<file path="src/gbfp_pkg.sv">
`default_nettype none

package gbfp_pkg;

   // Largest payload length that a frame may carry.
   localparam int MAX_PAYLOAD = 128;

   // Frame position counter: headers 0..5, payload, then two check bytes.
   localparam int POS_WIDTH = $clog2(MAX_PAYLOAD + 8);
   localparam int LEN_WIDTH = $clog2(MAX_PAYLOAD + 1);

   localparam logic [POS_WIDTH-1:0] POS_SYNC_FIRST  = POS_WIDTH'(0);
   localparam logic [POS_WIDTH-1:0] POS_SYNC_SECOND = POS_WIDTH'(1);
   localparam logic [POS_WIDTH-1:0] POS_CLASS       = POS_WIDTH'(2);
   localparam logic [POS_WIDTH-1:0] POS_ID          = POS_WIDTH'(3);
   localparam logic [POS_WIDTH-1:0] POS_LEN_LOW     = POS_WIDTH'(4);
   localparam logic [POS_WIDTH-1:0] POS_LEN_HIGH    = POS_WIDTH'(5);
   localparam logic [POS_WIDTH-1:0] POS_PAYLOAD     = POS_WIDTH'(6);

   localparam logic [7:0] SYNC_FIRST  = 8'hB5;
   localparam logic [7:0] SYNC_SECOND = 8'h62;

   localparam int INDEX_WIDTH = 7;

   // Configuration register indexes.
   localparam logic [2:0] CSR_NAV_CLASS          = 3'd0;
   localparam logic [2:0] CSR_ID_POSITION        = 3'd1;
   localparam logic [2:0] CSR_ID_HIGH_PRECISION  = 3'd2;
   localparam logic [2:0] CSR_ID_END_OF_EPOCH    = 3'd3;
   localparam logic [2:0] CSR_LEN_POSITION       = 3'd4;
   localparam logic [2:0] CSR_LEN_HIGH_PRECISION = 3'd5;
   localparam logic [2:0] CSR_LEN_END_OF_EPOCH   = 3'd6;
   localparam logic [2:0] CSR_HIGH_PRECISION_MODE = 3'd7;

   typedef enum logic [1:0] {
      KIND_POSITION       = 2'd0,
      KIND_HIGH_PRECISION = 2'd1,
      KIND_END_OF_EPOCH   = 2'd2
   } kind_type;

   typedef struct packed {
      logic [7:0] nav_class;
      logic [7:0] id_position;
      logic [7:0] id_high_precision;
      logic [7:0] id_end_of_epoch;
      logic [7:0] len_position;
      logic [7:0] len_high_precision;
      logic [7:0] len_end_of_epoch;
      logic       high_precision_mode;
   } cfg_type;

   typedef struct packed {
      logic                   payload_valid;
      logic [INDEX_WIDTH-1:0] payload_index;
      logic [7:0]             payload_byte;
      logic [1:0]             message_kind;
      logic                   frame_done;
      logic                   frame_good;
      logic                   epoch_done;
      logic                   epoch_good;
   } result_type;

endpackage

`default_nettype wire

</file>
<file path="src/gbfp_csr_regs.sv">
`default_nettype none

module gbfp_csr_regs (
   input  wire logic             clock,
   input  wire logic             reset,
   input  wire logic             wr_en,
   input  wire logic [2:0]       wr_index,
   input  wire logic [7:0]       wr_data,
   output gbfp_pkg::cfg_type     cfg
);
   import gbfp_pkg::*;

   cfg_type cfg_ff;
   cfg_type cfg_in;

   always_comb begin
      cfg_in = cfg_ff;
      if (wr_en) begin
         case (wr_index)
            CSR_NAV_CLASS:           cfg_in.nav_class           = wr_data;
            CSR_ID_POSITION:         cfg_in.id_position         = wr_data;
            CSR_ID_HIGH_PRECISION:   cfg_in.id_high_precision   = wr_data;
            CSR_ID_END_OF_EPOCH:     cfg_in.id_end_of_epoch     = wr_data;
            CSR_LEN_POSITION:        cfg_in.len_position        = wr_data;
            CSR_LEN_HIGH_PRECISION:  cfg_in.len_high_precision  = wr_data;
            CSR_LEN_END_OF_EPOCH:    cfg_in.len_end_of_epoch    = wr_data;
            CSR_HIGH_PRECISION_MODE: cfg_in.high_precision_mode = wr_data[0];
            default:                 cfg_in = cfg_ff;
         endcase
      end
   end

   always_ff @(posedge clock) begin
      if (reset) begin
         cfg_ff.nav_class           <= 8'd1;
         cfg_ff.id_position         <= 8'd7;
         cfg_ff.id_high_precision   <= 8'd20;
         cfg_ff.id_end_of_epoch     <= 8'd97;
         cfg_ff.len_position        <= 8'd92;
         cfg_ff.len_high_precision  <= 8'd36;
         cfg_ff.len_end_of_epoch    <= 8'd4;
         cfg_ff.high_precision_mode <= 1'b0;
      end else begin
         cfg_ff <= cfg_in;
      end
   end

   assign cfg = cfg_ff;

endmodule

`default_nettype wire

</file>
<file path="src/gbfp_frame_core.sv">
`default_nettype none

module gbfp_frame_core (
   input  wire logic              clock,
   input  wire logic              reset,
   input  wire logic              advance,
   input  wire logic [7:0]        rx_byte,
   input  wire gbfp_pkg::cfg_type cfg,
   output gbfp_pkg::result_type   result
);
   import gbfp_pkg::*;

   logic [POS_WIDTH-1:0] pos_ff, pos_in;
   kind_type             kind_ff, kind_in;
   logic [7:0]           len_low_ff, len_low_in;
   logic [LEN_WIDTH-1:0] len_held_ff, len_held_in;
   logic [7:0]           sum_a_ff, sum_a_in;
   logic [7:0]           sum_b_ff, sum_b_in;
   logic [7:0]           check_a_ff, check_a_in;
   logic                 pos_seen_ff, pos_seen_in;
   logic                 hp_seen_ff, hp_seen_in;

   logic [POS_WIDTH-1:0]   end_pos;
   logic [INDEX_WIDTH-1:0] offset;
   logic [7:0]             add_a;
   logic [7:0]             add_b;
   logic [7:0]             need;
   logic [15:0]            frame_len;
   logic                   good;

   assign end_pos   = POS_PAYLOAD + POS_WIDTH'(len_held_ff);
   assign offset    = INDEX_WIDTH'(pos_ff - POS_PAYLOAD);
   assign add_a     = sum_a_ff + rx_byte;
   assign add_b     = sum_b_ff + add_a;
   assign frame_len = {rx_byte, len_low_ff};
   assign good      = (check_a_ff == sum_a_ff) && (rx_byte == sum_b_ff);

   always_comb begin
      case (kind_ff)
         KIND_POSITION:       need = cfg.len_position;
         KIND_HIGH_PRECISION: need = cfg.len_high_precision;
         default:             need = cfg.len_end_of_epoch;
      endcase
   end

   always_comb begin
      pos_in      = pos_ff;
      kind_in     = kind_ff;
      len_low_in  = len_low_ff;
      len_held_in = len_held_ff;
      sum_a_in    = sum_a_ff;
      sum_b_in    = sum_b_ff;
      check_a_in  = check_a_ff;
      pos_seen_in = pos_seen_ff;
      hp_seen_in  = hp_seen_ff;
      result      = '0;

      if (pos_ff == POS_SYNC_FIRST) begin
         pos_in = (rx_byte == SYNC_FIRST) ? POS_SYNC_SECOND : POS_SYNC_FIRST;
      end else if (pos_ff == POS_SYNC_SECOND) begin
         pos_in = (rx_byte == SYNC_SECOND) ? POS_CLASS : POS_SYNC_FIRST;
      end else if (pos_ff == POS_CLASS) begin
         if (rx_byte == cfg.nav_class) begin
            // Restart the sums with the class byte.
            sum_a_in = rx_byte;
            sum_b_in = rx_byte;
            pos_in   = POS_ID;
         end else begin
            pos_in = POS_SYNC_FIRST;
         end
      end else if (pos_ff == POS_ID) begin
         pos_in   = POS_LEN_LOW;
         sum_a_in = add_a;
         sum_b_in = add_b;
         if (rx_byte == cfg.id_position) begin
            kind_in = KIND_POSITION;
         end else if (rx_byte == cfg.id_high_precision) begin
            kind_in = KIND_HIGH_PRECISION;
         end else if (rx_byte == cfg.id_end_of_epoch) begin
            kind_in = KIND_END_OF_EPOCH;
         end else begin
            pos_in   = POS_SYNC_FIRST;
            sum_a_in = sum_a_ff;
            sum_b_in = sum_b_ff;
         end
      end else if (pos_ff == POS_LEN_LOW) begin
         len_low_in = rx_byte;
         sum_a_in   = add_a;
         sum_b_in   = add_b;
         pos_in     = POS_LEN_HIGH;
      end else if (pos_ff == POS_LEN_HIGH) begin
         sum_a_in = add_a;
         sum_b_in = add_b;
         if (frame_len == {8'd0, need} && frame_len <= 16'(MAX_PAYLOAD)) begin
            len_held_in = LEN_WIDTH'(frame_len);
            pos_in      = POS_PAYLOAD;
         end else begin
            pos_in = POS_SYNC_FIRST;
         end
      end else if (pos_ff < end_pos) begin
         result.payload_valid = 1'b1;
         result.payload_index = offset;
         result.payload_byte  = rx_byte;
         result.message_kind  = kind_ff;
         sum_a_in = add_a;
         sum_b_in = add_b;
         pos_in   = pos_ff + POS_WIDTH'(1);
      end else if (pos_ff == end_pos) begin
         check_a_in = rx_byte;
         pos_in     = pos_ff + POS_WIDTH'(1);
      end else begin
         result.message_kind = kind_ff;
         result.frame_done   = 1'b1;
         result.frame_good   = good;
         if (good) begin
            case (kind_ff)
               KIND_POSITION:       pos_seen_in = 1'b1;
               KIND_HIGH_PRECISION: hp_seen_in  = 1'b1;
               default: begin
                  result.epoch_done = 1'b1;
                  result.epoch_good = pos_seen_ff &&
                                      (!cfg.high_precision_mode || hp_seen_ff);
                  pos_seen_in = 1'b0;
                  hp_seen_in  = 1'b0;
               end
            endcase
         end
         pos_in = POS_SYNC_FIRST;
      end
   end

   always_ff @(posedge clock) begin
      if (reset) begin
         pos_ff      <= POS_SYNC_FIRST;
         kind_ff     <= KIND_POSITION;
         len_low_ff  <= '0;
         len_held_ff <= '0;
         sum_a_ff    <= '0;
         sum_b_ff    <= '0;
         check_a_ff  <= '0;
         pos_seen_ff <= 1'b0;
         hp_seen_ff  <= 1'b0;
      end else if (advance) begin
         pos_ff      <= pos_in;
         kind_ff     <= kind_in;
         len_low_ff  <= len_low_in;
         len_held_ff <= len_held_in;
         sum_a_ff    <= sum_a_in;
         sum_b_ff    <= sum_b_in;
         check_a_ff  <= check_a_in;
         pos_seen_ff <= pos_seen_in;
         hp_seen_ff  <= hp_seen_in;
      end
   end

endmodule

`default_nettype wire

</file>
<file path="src/gnss_binary_frame_parser_unit.sv">
`default_nettype none

// Channel   Direction  Transfer when              Contents
// req_      in         req_tvalid & req_tready    one received byte
// rsp_      out        rsp_tvalid & rsp_tready    one result per byte
// csr_      in         csr_valid & csr_ready      register index and write data
//
// One byte is taken every cycle while the result side is not stalled; each byte
// gives exactly one result, through the input register, then the result register.
// The rate is set by the combinational update of the frame position counter
// and Fletcher sums between the two registers.
// Reset is synchronous and active high; it restores the register defaults
// and returns the parser to sync hunting.
// A stalled result holds its register; the input register still takes a
// byte while it is empty, then req_tready follows rsp_tready.

module gnss_binary_frame_parser_unit (
   input  wire logic        clock,
   input  wire logic        reset,
   // slave side: tdata = rx_byte[7:0]
   input  wire logic        req_tvalid,
   output logic             req_tready,
   input  wire logic [7:0]  req_tdata,
   // master side
   output logic             rsp_tvalid,
   input  wire logic        rsp_tready,
   // tdata: payload_index[6:0], payload_byte[14:7], frame_good[15],
   //        epoch_done[16], epoch_good[17], zero fill [23:18]
   output logic [23:0]      rsp_tdata,
   // tuser: payload_valid[0], message_kind[2:1]
   output logic [2:0]       rsp_tuser,
   output logic             rsp_tlast,      // frame_done
   // configuration writes
   input  wire logic        csr_valid,
   output logic             csr_ready,
   input  wire logic [2:0]  csr_index,
   input  wire logic [7:0]  csr_data
);
   import gbfp_pkg::*;

   logic       in_valid_ff, in_valid_in;
   logic [7:0] in_byte_ff, in_byte_in;
   logic       rsp_valid_ff, rsp_valid_in;
   result_type rsp_ff, rsp_in;
   logic       advance;
   cfg_type    cfg;
   result_type result;

   // Move the held byte into the result register when that register is free.
   assign advance    = in_valid_ff && (!rsp_valid_ff || rsp_tready);
   assign req_tready = !in_valid_ff || advance;
   assign csr_ready  = 1'b1;

   gbfp_csr_regs u_csr (
      .clock    (clock),
      .reset    (reset),
      .wr_en    (csr_valid),
      .wr_index (csr_index),
      .wr_data  (csr_data),
      .cfg      (cfg)
   );

   gbfp_frame_core u_core (
      .clock   (clock),
      .reset   (reset),
      .advance (advance),
      .rx_byte (in_byte_ff),
      .cfg     (cfg),
      .result  (result)
   );

   always_comb begin
      in_valid_in = in_valid_ff;
      in_byte_in  = in_byte_ff;
      if (req_tvalid && req_tready) begin
         in_valid_in = 1'b1;
         in_byte_in  = req_tdata;
      end else if (advance) begin
         in_valid_in = 1'b0;
      end

      rsp_valid_in = rsp_valid_ff;
      rsp_in       = rsp_ff;
      if (advance) begin
         rsp_valid_in = 1'b1;
         rsp_in       = result;
      end else if (rsp_tready) begin
         rsp_valid_in = 1'b0;
      end
   end

   always_ff @(posedge clock) begin
      if (reset) begin
         in_valid_ff  <= 1'b0;
         rsp_valid_ff <= 1'b0;
      end else begin
         in_valid_ff  <= in_valid_in;
         rsp_valid_ff <= rsp_valid_in;
      end
      in_byte_ff <= in_byte_in;
      rsp_ff     <= rsp_in;
   end

   assign rsp_tvalid = rsp_valid_ff;
   assign rsp_tdata  = {6'd0, rsp_ff.epoch_good, rsp_ff.epoch_done, rsp_ff.frame_good,
                        rsp_ff.payload_byte, rsp_ff.payload_index};
   assign rsp_tuser  = {rsp_ff.message_kind, rsp_ff.payload_valid};
   assign rsp_tlast  = rsp_ff.frame_done;

   // A result register never takes a new item while a stalled one is waiting.
   assert property (@(posedge clock) disable iff (reset)
      rsp_valid_ff && !rsp_tready |-> !advance)
      else $error("result overwritten while stalled");

   // A frame end never carries a payload byte.
   assert property (@(posedge clock) disable iff (reset)
      rsp_valid_ff && rsp_ff.frame_done |-> !rsp_ff.payload_valid)
      else $error("payload flagged on frame end");

   // An epoch is reported only on a good end of epoch frame.
   assert property (@(posedge clock) disable iff (reset)
      rsp_valid_ff && rsp_ff.epoch_done |->
         rsp_ff.frame_done && rsp_ff.frame_good &&
         rsp_ff.message_kind == KIND_END_OF_EPOCH)
      else $error("epoch reported outside a good end of epoch frame");

   // A held byte that cannot advance keeps the input side closed.
   assert property (@(posedge clock) disable iff (reset)
      in_valid_ff && rsp_valid_ff && !rsp_tready |-> !req_tready)
      else $error("input taken while held byte is blocked");

endmodule

`default_nettype wire
</file>
<file path="config.mk">
export PLATFORM = sky130hd
export DESIGN_NAME = gnss_binary_frame_parser_unit
export DESIGN_NICKNAME = d
export VERILOG_FILES = /design/src/gbfp_pkg.sv /design/src/gbfp_csr_regs.sv /design/src/gbfp_frame_core.sv /design/src/gnss_binary_frame_parser_unit.sv
export SDC_FILE = /design/constraint.sdc
export NUM_CORES = 1
export LEC_CHECK = 0
export ABC_CLOCK_PERIOD_IN_PS = 6200
export BUFFER_PORTS_ARGS = -buffer_cell sky130_fd_sc_hd__buf_4
export CAP_MARGIN = 20
export CORE_MARGIN = 1
export CORE_UTILIZATION = 30
export DETAILED_ROUTE_END_ITERATION = 16
export SYNTH_ARGS = -nofsm -noshare
export SYNTH_HDL_FRONTEND = slang
export SYNTH_HIERARCHICAL = 1
export SYNTH_SLANG_ARGS = --single-unit
</file>
<file path="constraint.sdc">
create_clock -name clock -period 6.2 [get_ports clock]
set_input_delay 0.62 -clock clock [delete_from_list [all_inputs] [get_ports clock]]
set_output_delay 0.62 -clock clock [all_outputs]
set_load 0.03 [all_outputs]
</file>
-- Word level (Yosys, flattened, before mapping)
Cells that the tools add are included.
- flip-flop bits (word level): 141
- bits of input ports: 24
- output and inout bits: 31
- word-level logic and storage cells: 158
- $add $sub $neg: 5
- order comparisons: 2
- equality and inequality tests: 25
- muxes and demuxes: 47
- bitwise operators: 11
- reductions and logical operators: 40
- operator list (kind ; number):
    2-to-1 mux 8 bit ; 27
    equality test 8 bit ; 7
    AND reduction 11 bit ; 2
    AND reduction 6 bit ; 3
    adder 8 bit ; 2
    equality test 16 x 8 -> 1 bit ; 1
    equality test 8 x 2 -> 1 bit (second input constant) ; 2
    equality test 8 x 3 -> 1 bit (second input constant) ; 2
    less-or-equal comparator 16 x 8 -> 1 bit (second input constant) ; 1
    2-to-1 mux 16 bit ; 1
    2-to-1 mux 2 bit ; 8
    one-hot mux 8 bit (2 select lines) ; 1
    AND reduction 2 bit ; 8
    OR reduction 7 bit ; 2
    equality test 3 bit (second input constant) ; 4
    NOT 1 bit ; 11
    OR reduction 11 bit ; 1
    AND reduction 9 bit ; 1
    OR reduction 9 bit ; 1
    adder 3 x 8 -> 8 bit (first input constant) ; 1
    adder 8 x 1 -> 8 bit (second input constant) ; 1
    equality test 8 x 1 -> 1 bit (second input constant) ; 1
    equality test 8 x 7 -> 1 bit (second input constant) ; 1
    equality test 8 bit (second input constant) ; 1
    24 further kinds ; 40

-- Longest topological paths before layout
Gate-level depths: netlist (run 1).
- word-level depth: 11
- gate-level depth with buffers: 16

-- By module
The synthesis (run 1) kept the hierarchy.
- modules (own cells, without submodules) (module ; instances ; cells each ; area an instance (µm²) ; sequential area each (µm²)):
    gbfp_frame_core ; 1 ; 546 ; 4330.4 ; 1041.0
    gbfp_csr_regs ; 1 ; 216 ; 2312.2 ; 1141.1
    gnss_binary_frame_parser_unit ; 1 ; 49 ; 1064.8 ; 940.9

-- Least setup slack after synthesis (run 1)
No wires, ideal clock.
- kind: register to register
- from: reg in_byte_ff[1]
- to: reg u_core.sum_b_ff[7]
- arrival time: 3034 ps
- setup slack: 3075 ps
- cell stages (with the launch flop): 16
- buffers on the path: 1
- clock period less this slack: 3125 ps
- cells stage by stage: edfxtp_1 -> clkbuf_1 -> inv_1 -> fa_1 -> nor2b_1 -> nor3_1 -> nor2_1 -> a21oi_1 -> ha_1 -> nand3_1 -> o211ai_1 -> o41ai_1 -> xnor2_1 -> xnor2_1 -> nand2_1 -> a311oi_1
- word-level cells in the longest chain between the ends: 7
- elaborated cells on any way between the ends: 17
- those cells by class: add/sub: 2; eq/ne: 6; mux: 8; reduce/logical: 1
- ends and longest elaborated chain (element ; RTL line ; RTL):
    from (decl) ; gnss_binary_frame_parser_unit.sv:42 ; logic [7:0] in_byte_ff, in_byte_in;
    from (signal assigned) ; gnss_binary_frame_parser_unit.sv:100 ; in_byte_ff <= in_byte_in;
    adder 8 bit ; gbfp_frame_core.sv:33 ; assign add_a = sum_a_ff + rx_byte;
    adder 8 bit ; gbfp_frame_core.sv:34 ; assign add_b = sum_b_ff + add_a;
    2-to-1 mux 8 bit, on equally long branches ; gbfp_frame_core.sv:100, gbfp_frame_core.sv:79 ;
    2-to-1 mux 8 bit, on equally long branches ; gbfp_frame_core.sv:91, gbfp_frame_core.sv:77 ;
    2-to-1 mux 8 bit, on equally long branches ; gbfp_frame_core.sv:86, gbfp_frame_core.sv:75 ;
    2-to-1 mux 8 bit ; gbfp_frame_core.sv:71 ; end else if (pos_ff == POS_ID) begin
    2-to-1 mux 8 bit ; gbfp_frame_core.sv:62 ; end else if (pos_ff == POS_CLASS) begin
    to (signal assigned) ; gbfp_frame_core.sv:149 ; sum_b_ff <= sum_b_in;
    to (decl) ; gbfp_frame_core.sv:18 ; logic [7:0] sum_b_ff, sum_b_in;
Several ways; a longest one is shown, not always the timed one. The select of a mux whose other input is x is not followed.
A chain may end at the register's enable or synchronous reset.

-- Worst setup path after layout (run 1)
- from: reg in_byte_ff[0]
- to: reg u_core.sum_b_ff[7]
Same word-level chain as after synthesis.

==> flow_metrics.py, run 1 <==
metrics = {
    "sta": {
        "rsz0062_at_grt": "no",
        "min_period_ps": 3450,
        "hold_viol_final": 0,
        "period_utilization_pct": 55.6,
        "fmax_ghz": 0.290,
        "headroom_to_the_max_slew_limit_pct": 42.1,
        "finalSetupTns_ps": 0,
        "tightest_slew_ps": 869,
        "postLayoutSetupSlackWorst_ps": 2750,
        "slew_viol_final": 0,
        "clock_skew_ps": 11.6,
        "setup_viol": 0,
    },
    "cells_and_area": {
        "final_core_utilization_pct": 35.1,
        "insertedDiodeCount": 0,
        "nets_final": 882,
        "post_route_cells_drive_above_1_share_pct": 11.7,
        "areaGrowthSynthToFinish_pct": 14.6,
    },
    "floorplan": {
        "top_level_ports": 55,
        "die_w_um": 162,
        "die_h_um": 162,
        "area_enclosed_by_the_die_boundary_sq_um": 26300,
        "placement_rows": 58,
        "start_util_pct": 30.6,
        "placeableCoreArea_sq_um": 25200,
    },
    "synth": {
        "ffs_w_async_s_r_synth_pct": 0,
        "mappedNetlistArea_sq_um": 7710,
        "synth-edff-count": 30,
        "top_cells_by_area_synth": "sky130_fd_sc_hd__dfxtp_1 (29%), sky130_fd_sc_hd__edfxtp_1 (12%), sky130_fd_sc_hd__mux2i_1 (11%)",
        "synth.lib_cells_used.distinct": 61,
        "yosysTopAreaCellShare_pct": 28.8,
        "post-synth-top-count-cell": "sky130_fd_sc_hd__dfxtp_1",
        "post_synth_most_frequent_cells": "sky130_fd_sc_hd__dfxtp_1 (111), sky130_fd_sc_hd__mux2i_1 (87), sky130_fd_sc_hd__nor2_1 (87)",
        "postSynthAreaPerCell_sq_um": 9.50,
        "yosys_most_used_dff": "sky130_fd_sc_hd__dfxtp_1",
        "number_of_instances_in_the_synthesized_netlist": 811,
        "synth.yosys.seq_area_share_pct": 40.5,
        "yosys.area.top_type": "sky130_fd_sc_hd__dfxtp_1",
        "yosys_warnings": 6,
        "yosys_register_bits": 141,
    },
    "route": {
        "routed_via_density": 4.86,
        "via_count": 5686,
        "routed_wl_mm": 18.4,
        "drc": 0,
        "drt_wl_cell_um": 15.7,
        "initialDrtViolationCount": 487,
        "route.antenna.remaining_nets": 0,
        "drt_pre_antenna_iters": 6,
    },
    "place": {
        "place_ws_ps": 2800,
        "half_perimeter_wire_length_of_the_detailed_placement_result_mm": 12.7,
        "port_buffers": 47,
        "place.gp.congestion": 0.846,
    },
    "status": {
        "status": "finished, final reports clean",
    },
    "pwr": {
        "vdd_drop_max_mv": 0.144,
        "power.static_leakage_nw": 3.59,
        "power_density_nw_per_um2": 253,
    },
    "critical_path": {
        "critical_path_arrival_ps": 3760,
        "endpoint_kind": "flop",
        "crit_fanout": 12,
        "path_class": "flop to flop",
        "critPathLaunchType": "flop",
        "crit_required_ps": 6520,
    },
    "global_route": {
        "global_route.usage.total_pct": 14.6,
        "grt_pass1_vias": 5502,
        "grt_start_max_net_pins": 92,
        "grt_pass1_wl_mm": 29.7,
        "globalRoute.totalOverflow": 0,
        "antenna_found_initial": 0,
    },
    "cts": {
        "clock_sink_count": 141,
        "htreeDepth": 4,
        "postCtsSetupRepairBufs": 0,
        "cts_tree": "built",
        "cts_made_buffers": 17,
        "cts_hold_buffers": 0,
        "worstSkewPairLatency_ps": 420,
        "cts.path.max_buffers": 2,
        "cts_root_buf": "sky130_fd_sc_hd__clkbuf_16",
        "cts.reportedPaths.clkPinSlew_ps": 60,
        "cts_resized": 0,
    },
    "min_path": {
        "min_path_type": "input pin to flop",
    },
    "run": {
        "max_cap_viol_count": 0,
    },
}
## worst paths after layout
check,start,end,slack (ps),cells after the start
worst max register to register,in_byte_ff[0],u_core/sum_b_ff[7],2750,14
worst min-delay path,req_tdata[5],in_byte_ff[5],370,1
worst max-delay path,in_byte_ff[0],u_core/sum_b_ff[7],2750,14
worst min register to register,u_core/pos_seen_ff,u_core/pos_seen_ff,460,1
## cell usage in the layout (no fill, tap or decap), types with 3 or more instances in the layout
cell                        instances
sky130_fd_sc_hd__a211oi_1           3
sky130_fd_sc_hd__and2_1             3
sky130_fd_sc_hd__clkbuf_1           3
sky130_fd_sc_hd__clkbuf_16         19
sky130_fd_sc_hd__nor2_1            87
sky130_fd_sc_hd__edfxtp_1          30
sky130_fd_sc_hd__o211ai_1           5
sky130_fd_sc_hd__inv_1             19
sky130_fd_sc_hd__a21o_1             4
sky130_fd_sc_hd__nand3_1           18
sky130_fd_sc_hd__and3_1            12
sky130_fd_sc_hd__nand2b_1          55
sky130_fd_sc_hd__buf_4             49
sky130_fd_sc_hd__mux2i_1           87
sky130_fd_sc_hd__dfxtp_1          111
sky130_fd_sc_hd__xnor2_1           63
sky130_fd_sc_hd__o21ai_0           18
sky130_fd_sc_hd__a21oi_1           30
sky130_fd_sc_hd__or3_1              3
sky130_fd_sc_hd__conb_1             7
sky130_fd_sc_hd__a311oi_1           9
sky130_fd_sc_hd__nand4bb_1          3
sky130_fd_sc_hd__nor3_1            10
sky130_fd_sc_hd__o41ai_1            3
sky130_fd_sc_hd__ha_1              28
sky130_fd_sc_hd__nor4_1             6
sky130_fd_sc_hd__o21a_1             3
sky130_fd_sc_hd__nand2_1           57
sky130_fd_sc_hd__a311oi_2           4
sky130_fd_sc_hd__nor2b_1            9
sky130_fd_sc_hd__xor2_1            15
sky130_fd_sc_hd__nand4_1           20
sky130_fd_sc_hd__o2111ai_1          3
sky130_fd_sc_hd__nand4b_1           3
sky130_fd_sc_hd__a211o_1            3
## critical path: stages (launching register included)
cell and delay [ps]:
sky130_fd_sc_hd__edfxtp_1 670, sky130_fd_sc_hd__ha_1 250, sky130_fd_sc_hd__inv_1 60, sky130_fd_sc_hd__fa_1 400, sky130_fd_sc_hd__nor2b_1 160, sky130_fd_sc_hd__o21ai_0 100, sky130_fd_sc_hd__a21oi_1 200, sky130_fd_sc_hd__ha_1 310
sky130_fd_sc_hd__nand3_1 110, sky130_fd_sc_hd__o211ai_1 100, sky130_fd_sc_hd__o41ai_1 320, sky130_fd_sc_hd__xnor2_1 180, sky130_fd_sc_hd__xnor2_1 130, sky130_fd_sc_hd__nand2_1 60, sky130_fd_sc_hd__a311oi_1 270
## power breakdown
part | switching, mW | internal, mW
Clock | 0.397 | 0.652
Combinational | 0.114 | 0.0809
Sequential | 0.0288 | 0.961
## area by class of cell
type                    instances  area (sq um)
clock buffers                  23           500
multi-input cells             600          4250
repair buffers                 49           368
fillers                      2570         16300
well taps                     330           413
inverters                      19          71.3
flip-flops and latches        141          3120
clock inverters                 8           104
## stage by stage
step / total power [mW] / hold WS [ps] / cells / cell area, sq um
6_report: 2.23 / 372 / 1170 / 8830
5_1_grt: 2.32 / 349 / 1170 / 8830
4_1_cts: 2.25 / 353 / 1170 / 8830
3_5_place_dp: 1.20 / 446 / 1139 / 8230
3_3_place_gp: 1.20 / 442 / 1139 / 8230
2_1_floorplan: 1.15 / 432 / 816 / 7730
## metal layers
| layer | GRT usage, % | vias to the layer above | share of wire [%] |
|---|---|---|---|
| li1 | - | 2843 | - |
| met1 | 20.4 | 2706 | 49 |
| met2 | 22.4 | 117 | 45 |
| met3 | 3.29 | 20 | 4.6 |
| met4 | 4.16 | 0 | 1.3 |
| met5 | 0 | - | 0 |
## kinds of logic (layout without fill, tap and decap cells)
group / Yosys count / after routing / synth area share, %
AO/OA/AOI/OAI: 94 / 94 / 8.65
other: 2 / 7 / 0.0974
XOR/XNOR: 78 / 78 / 8.86
adder cells (fa/ha/maj): 30 / 30 / 5.07
multiplexers: 88 / 88 / 11.4
flip-flops: 141 / 141 / 40.5
buffers and inverters: 75 / 99 / 4.55
AND/OR/NAND/NOR: 303 / 303 / 20.8
## sequential cells by signal, summed over array words and instances, names as in the netlist, 3 cells and up
register / count
in_byte_ff: 8
rsp_tdata: 18
rsp_tuser: 3
u_core/check_a_ff: 8
u_core/len_held_ff: 8
u_core/len_low_ff: 8
u_core/pos_ff: 8
u_core/sum_a_ff: 8
u_core/sum_b_ff: 8
u_csr/cfg: 57
Note: power is estimated with default switching activity, not from simulation.
==> run 2, diff against run 1 <==
- ABC_CLOCK_PERIOD_IN_PS: 6200 -> 2800
- clock period: 6.2 -> 2.8 ns (I/O delays scaled with it)
==> run 2 against run 1 <==
  * Utilization increased by 3.2 points
  * Combinational power increased to 2.8 times the previous value
  * Largest cell class unchanged
  * Non-clock buffer count increased by 65
  * Fmax increased by 19%
  * Clock power increased by 120%
  * First-iteration DRC count decreased by 27%
  * Register-to-register slack got worse by 2800 ps
  * The flow now finishes with violations (negative setup slack)
  * Power increased by 120%
  * Worst hold slack got worse by 340 ps
  * Cell count increased by 5.6%
  * Largest power group unchanged
  * Sequential share of layout area decreased by 2.9 points
  * Final area increased by 9.0%
==> flow_metrics.py, run 2 (synthesized netlist as in run 1, its figures left out) <==
metrics = {
    "critical_path": {
        "worstReg2RegEnd": "u_core/sum_b_ff[7]",
        "endpoint_kind": "flop",
        "crit_fanout": 7,
        "worst_path_largest_cell_delay_ps": 330,
        "slowest_stage": "sky130_fd_sc_hd__dfxtp_2",
        "crit_required_ps": 3130,
        "critPathLaunchType": "flop",
        "r2r_start": "u_core/len_held_ff[2]",
        "worstRegToRegCells": 15,
        "path_class": "flop to flop",
        "critical_path_arrival_ps": 3220,
        "timing.critical_path.cells": "inv_2 > ha_4 > nor2_4 > nand3_2 > xor2_2 > ha_1 > a21oi_2 > o21a_1 > o21a_2 > a21oi_4 > a2111oi_4 > buf_6 > buf_12 > nor2_1 > a311oi_2",
        "r2r_setup_slack_ps": -90,
    },
    "floorplan": {
        "placement_rows": 58,
        "area_enclosed_by_the_die_boundary_sq_um": 26300,
        "start_util_pct": 30.6,
        "die_h_um": 162,
        "die_w_um": 162,
        "placeableCoreArea_sq_um": 25200,
        "top_level_ports": 55,
    },
    "pwr": {
        "power.static_leakage_nw": 3.99,
        "vdd_drop_max_mv": 0.327,
        "power_density_nw_per_um2": 518,
    },
    "place": {
        "place.gp.congestion": 0.842,
        "port_buffers": 47,
        "instance_area_at_placement_sq_um": 8650,
        "half_perimeter_wire_length_of_the_detailed_placement_result_mm": 13.6,
    },
    "cts": {
        "cts_tree": "built",
        "worstSkewPairLatency_ps": 420,
        "cts.reportedPaths.clkPinSlew_ps": 60,
        "htreeDepth": 4,
        "cts.path.max_buffers": 2,
        "cts_root_buf": "sky130_fd_sc_hd__clkbuf_16",
        "cts_made_buffers": 17,
        "clock_sink_count": 141,
        "cts_hold_buffers": 0,
    },
    "global_route": {
        "grt_start_max_net_pins": 86,
        "grt_pass1_vias": 5769,
        "global_route.usage.total_pct": 15.3,
        "grt_pass1_wl_mm": 30.9,
        "globalRoute.totalOverflow": 0,
        "antenna_found_initial": 0,
    },
    "cells_and_area": {
        "leading_cell_types_in_the_layout_fill_and_taps_excluded": "sky130_fd_sc_hd__dfxtp_1 (108), sky130_fd_sc_hd__buf_4 (104), sky130_fd_sc_hd__mux2i_1 (87)",
        "largest_register_ff_count": 57,
        "insertedDiodeCount": 0,
        "fillCellCount": 2512,
        "final_area_sq_um": 9630,
        "nets_final": 947,
        "areaGrowthSynthToFinish_pct": 25.0,
        "final_common_cell": "sky130_fd_sc_hd__dfxtp_1",
        "post_route_cells_drive_above_1_share_pct": 23.0,
    },
    "route": {
        "route.antenna.remaining_nets": 0,
        "routed_via_density": 4.82,
        "drt_pre_antenna_iters": 5,
        "drt_wl_cell_um": 16.1,
        "routed_wl_mm": 19.9,
        "via_count": 5960,
        "initialDrtViolationCount": 357,
        "drc": 0,
    },
    "sta": {
        "postLayoutSetupSlackWorst_ps": -90.9,
        "setup_viol": 12,
        "headroom_to_the_max_slew_limit_pct": 54.1,
        "clock_skew_ps": 7.80,
        "period_utilization_pct": 103,
        "min_period_ps": 2890,
        "hold_viol_final": 0,
        "tightest_slew_ps": 685,
        "slew_viol_final": 0,
        "rsz0062_at_grt": "yes",
        "fmax_ghz": 0.346,
        "holdWs_ps": 32.3,
    },
    "min_path": {
        "worst_hold_startpoint": "req_tdata[7]",
        "whs_path_depth": 1,
        "min_path_type": "input pin to flop",
        "whs_endpoint": "in_byte_ff[7]",
    },
    "run": {
        "max_cap_viol_count": 0,
    },
    "status": {
        "status": "finished, violations left",
        "violations_in_the_final_reports": "negative setup slack",
    },
}
run 2: cell count changes in the layout (fill, tap and decap cells not counted), sizes merged:
cell,change
clkbuf,-1
clkinv,+4
inv,-3
bufinv,+1
clkinvlp,+1
buf,+64
run 2: what timing repair did:
action / in CTS / in global routing
gates resized for setup: 14 / 55
setup endpoints to repair: 17 / 31
pin swaps: 8 / 21
hold endpoints to repair: 0 / 0
buffers inserted: 3 / 9
cloned: 0 / 2
run 2: stage by stage:
stage,cells,setup TNS [ps],power (mW),utilization (%),setup slack (ps)
finish,1236,-501,4.99,38.2,-90.9
floorplan,816,-7.26,2.54,-,-7.26
CTS,1225,-537,5.00,36.9,-63.8
global route,1236,-2950,5.17,38.2,-269
detailed placement,1190,-374,2.71,34.4,-145
global placement,1190,-31.2,2.71,34.4,-31.2
run 2: worst max path at each step:
stage                          start                  to  slack, ps  depth (start not counted)
2_1_floorplan          in_byte_ff[1]  u_core/sum_b_ff[7]         -7                         15
3_3_place_gp           in_byte_ff[0]  u_core/sum_b_ff[7]        -30                         14
3_5_place_dp           in_byte_ff[0]  u_core/sum_b_ff[6]       -150                         13
4_1_cts        u_core/len_held_ff[1]  u_core/sum_b_ff[6]        -60                         14
5_1_grt                in_byte_ff[0]  u_core/sum_b_ff[7]       -270                         16
6_report       u_core/len_held_ff[2]  u_core/sum_b_ff[7]        -90                         15
run 2: area by class of cell:
| cell class | count | area (sq um) | share of cell area (%) |
|---|---|---|---|
| Multi-Input combinational cell | 600 | 4480 | 46.5 |
| Tap cell | 330 | 413 | 4.29 |
| Inverter | 19 | 71.3 | 0.741 |
| Sequential cell | 141 | 3130 | 32.5 |
| Clock buffer | 21 | 440 | 4.57 |
| Clock inverter | 11 | 144 | 1.49 |
| Timing Repair Buffer | 114 | 955 | 9.91 |
run 2: critical path: cells and delay by family, from the launching register on:
| family | cells | cell delay, ps |
|---|---|---|
| xor gates and xnor gates | 1 | 180 |
| adders and majority gates | 2 | 500 |
| and+or+nand+nor | 3 | 290 |
| AOI/OAI and AO/OA | 6 | 1110 |
| DFF | 1 | 330 |
| buffers and inverters | 3 | 400 |
run 2: report_power, final:
part / switching, mW / internal, mW
Combinational: 0.310 / 0.237
Clock: 0.878 / 1.40
Sequential: 0.0353 / 2.13
Total: 1.22 / 3.76
run 2: routing by layer:
layer / GRT usage (%) / wire length (um) / up-vias
met2: 24.3 / 9210 / 117
met3: 3.55 / 870 / 19
met5: 0 / 0 / -
met1: 20.5 / 9620 / 2840
li1: - / - / 2984
met4: 4.59 / 175 / 0
==> run 3, diff against run 2 <==
- ABC_CLOCK_PERIOD_IN_PS: 2800 -> 3200
- clock period: 2.8 -> 3.2 ns (I/O delays scaled with it)
==> run 3 against run 2 <==
  * The flow now finishes without violations
  * Fmax fell by 5.9%
  * Critical path depth fell by 1
  * Clock-buffer cell count up 3
  * Global-route usage shrank 0.26 points
  * Utilization fell by 1.7 points
  * Wire length shrank 3.0%
  * First-iteration DRC count is 29% higher
  * Worst setup slack improved by 220 ps
  * Sequential cell count stayed put
  * Clock skew rose by 3.3 ps
  * Combinational power shrank 21%
  * Sequential power fell by 13%
  * Critical endpoint unchanged
==> flow_metrics.py, run 3 (synthesized netlist as in run 1, its figures left out) <==
metrics = {
    "status": {
        "status": "finished, final reports clean",
    },
    "pwr": {
        "vdd_drop_max_mv": 0.270,
        "share_of_power_burned_in_the_clock_network_pct": 48.4,
        "power.static_leakage_nw": 3.78,
        "p_int_mw": 3.43,
        "power_density_nw_per_um2": 490,
        "power.switching_fraction_pct": 24.0,
        "switching_power_mw": 1.08,
        "p_total_mw": 4.51,
        "seq_power_share_pct": 42.0,
        "pwr-share-comb_pct": 9.6,
    },
    "sta": {
        "min_period_ps": 3070,
        "period_utilization_pct": 96.0,
        "setup_viol": 0,
        "holdWs_ps": 76.2,
        "tightest_slew_ps": 712,
        "headroom_to_the_max_slew_limit_pct": 52.3,
        "slew_viol_final": 0,
        "fmax_ghz": 0.326,
        "clock_skew_ps": 11.1,
        "hold_viol_final": 0,
    },
    "floorplan": {
        "placement_rows": 58,
        "area_enclosed_by_the_die_boundary_sq_um": 26300,
        "start_util_pct": 30.6,
        "die_h_um": 162,
        "placeableCoreArea_sq_um": 25200,
        "die_w_um": 162,
        "top_level_ports": 55,
    },
    "cells_and_area": {
        "multiInputGateArea_sq_um": 4300,
        "nets_final": 911,
        "final-seq-area_sq_um": 3130,
        "leading_cell_types_in_the_layout_fill_and_taps_excluded": "sky130_fd_sc_hd__dfxtp_1 (108), sky130_fd_sc_hd__mux2i_1 (87), sky130_fd_sc_hd__nor2_1 (86)",
        "final_common_cell": "sky130_fd_sc_hd__dfxtp_1",
        "insertedDiodeCount": 0,
        "layout_cells_excl_fill": 1200,
        "largest_register_ff_count": 57,
        "fillCellCount": 2532,
        "post_route_cells_drive_above_1_share_pct": 16.6,
        "areaGrowthSynthToFinish_pct": 19.4,
    },
    "place": {
        "half_perimeter_wire_length_of_the_detailed_placement_result_mm": 13.4,
        "numPlacedInstances": 1163,
        "place.gp.congestion": 0.877,
        "port_buffers": 47,
    },
    "cts": {
        "cts.path.max_buffers": 2,
        "cts_root_buf": "sky130_fd_sc_hd__clkbuf_16",
        "cts_tree": "built",
        "cts_made_buffers": 17,
        "cts.reportedPaths.clkPinSlew_ps": 60,
        "worstSkewPairLatency_ps": 420,
        "htreeDepth": 4,
        "clock_sink_count": 141,
    },
    "global_route": {
        "grt_start_max_net_pins": 72,
        "globalRoute.totalOverflow": 0,
        "antenna_found_initial": 0,
        "grt_pass1_wl_mm": 30.6,
        "global_route.usage.total_pct": 15.1,
        "grt_pass1_vias": 5626,
    },
    "min_path": {
        "min_path_type": "input pin to flop",
    },
    "route": {
        "drc": 0,
        "routed_wl_mm": 19.3,
        "via_count": 5829,
        "routed_via_density": 4.86,
        "route.antenna.remaining_nets": 0,
        "initialDrtViolationCount": 459,
        "drt_wl_cell_um": 16.1,
        "drt_pre_antenna_iters": 5,
    },
    "critical_path": {
        "slowest_stage": "sky130_fd_sc_hd__fa_2",
        "worst_path_largest_cell_delay_ps": 410,
        "crit_fanout": 5,
        "endpoint_kind": "flop",
        "critical_path_arrival_ps": 3400,
        "path_class": "flop to flop",
        "critPathLaunchType": "flop",
        "timing.critical_path.cells": "ha_2 > inv_1 > fa_2 > nor2b_4 > o21ai_1 > a21oi_1 > ha_2 > nand2_1 > o211ai_1 > o41ai_2 > xnor2_1 > xnor2_1 > nand2_1 > a311oi_1",
        "crit_required_ps": 3530,
    },
    "run": {
        "max_cap_viol_count": 0,
    },
}
[run 3: cell types whose count changed in the layout (fill, tap and decap cells not counted), sizes merged]
cell      delta
buf         -36
clkinv       -4
clkbuf       +3
inv          +3
bufinv       -1
clkinvlp     -1
[run 3: critical path: cells and delay by family (launching register included)]
kind	cells	cell delay, ps
fa+ha+maj	3	950
flops	1	360
simple gates	3	300
buf+inv	1	60
compound gates	5	1020
xor+xnor	2	300
[run 3: layout make-up]
class / instances / area share [%]
Inverter: 19 / 0.775
Timing Repair Buffer: 78 / 6.82
Clock inverter: 8 / 1.20
Sequential cell: 141 / 34.0
Tap cell: 330 / 4.48
Multi-Input combinational cell: 600 / 46.7
Clock buffer: 24 / 6.05
[run 3: final timing paths]
check	start	cells after the start	slack [ps]	end
setup / recovery	in_byte_ff[0]	14	130	u_core/sum_b_ff[7]
hold / removal	req_tdata[6]	1	80	in_byte_ff[6]
setup reg to reg	in_byte_ff[0]	14	130	u_core/sum_b_ff[7]
hold reg to reg	u_core/pos_seen_ff	1	460	u_core/pos_seen_ff
[run 3: stage by stage]
stage / setup TNS [ps] / setup WS (ps) / utilization [%] / cell area [sq um]
2_1_floorplan: 0 / 74.6 / - / 7730
3_3_place_gp: 0 / 188 / 33.5 / 8430
3_5_place_dp: 0 / 82.4 / 33.5 / 8430
4_1_cts: 0 / 66.2 / 36.1 / 9100
5_1_grt: -20.6 / -20.6 / 36.6 / 9210
6_report: 0 / 128 / 36.6 / 9210
[run 3: timing repair]
action	CTS	global route
hold buffers	0	0
setup buffers	0	4
gates resized for setup	0	16
endpoints found under the setup margin	0	23
[run 3: per-layer routing]
| metal | track usage [%] | share of wire (%) | up-vias |
|---|---|---|---|
| li1 | - | - | 2907 |
| met1 | 21.0 | 49 | 2759 |
| met2 | 23.4 | 45 | 146 |
| met3 | 3.22 | 4.9 | 17 |
| met4 | 3.77 | 1.1 | 0 |
| met5 | 0 | 0 | - |
[run 3: power groups by stage]
stage	logic (mW)	clock network, mW	registers (mW)
global route	0.472	2.31	1.90
detailed placement	0.421	0	1.93
global placement	0.418	0	1.93
floorplan	0.271	0	1.95
CTS	0.423	2.23	1.90
finish	0.433	2.18	1.89
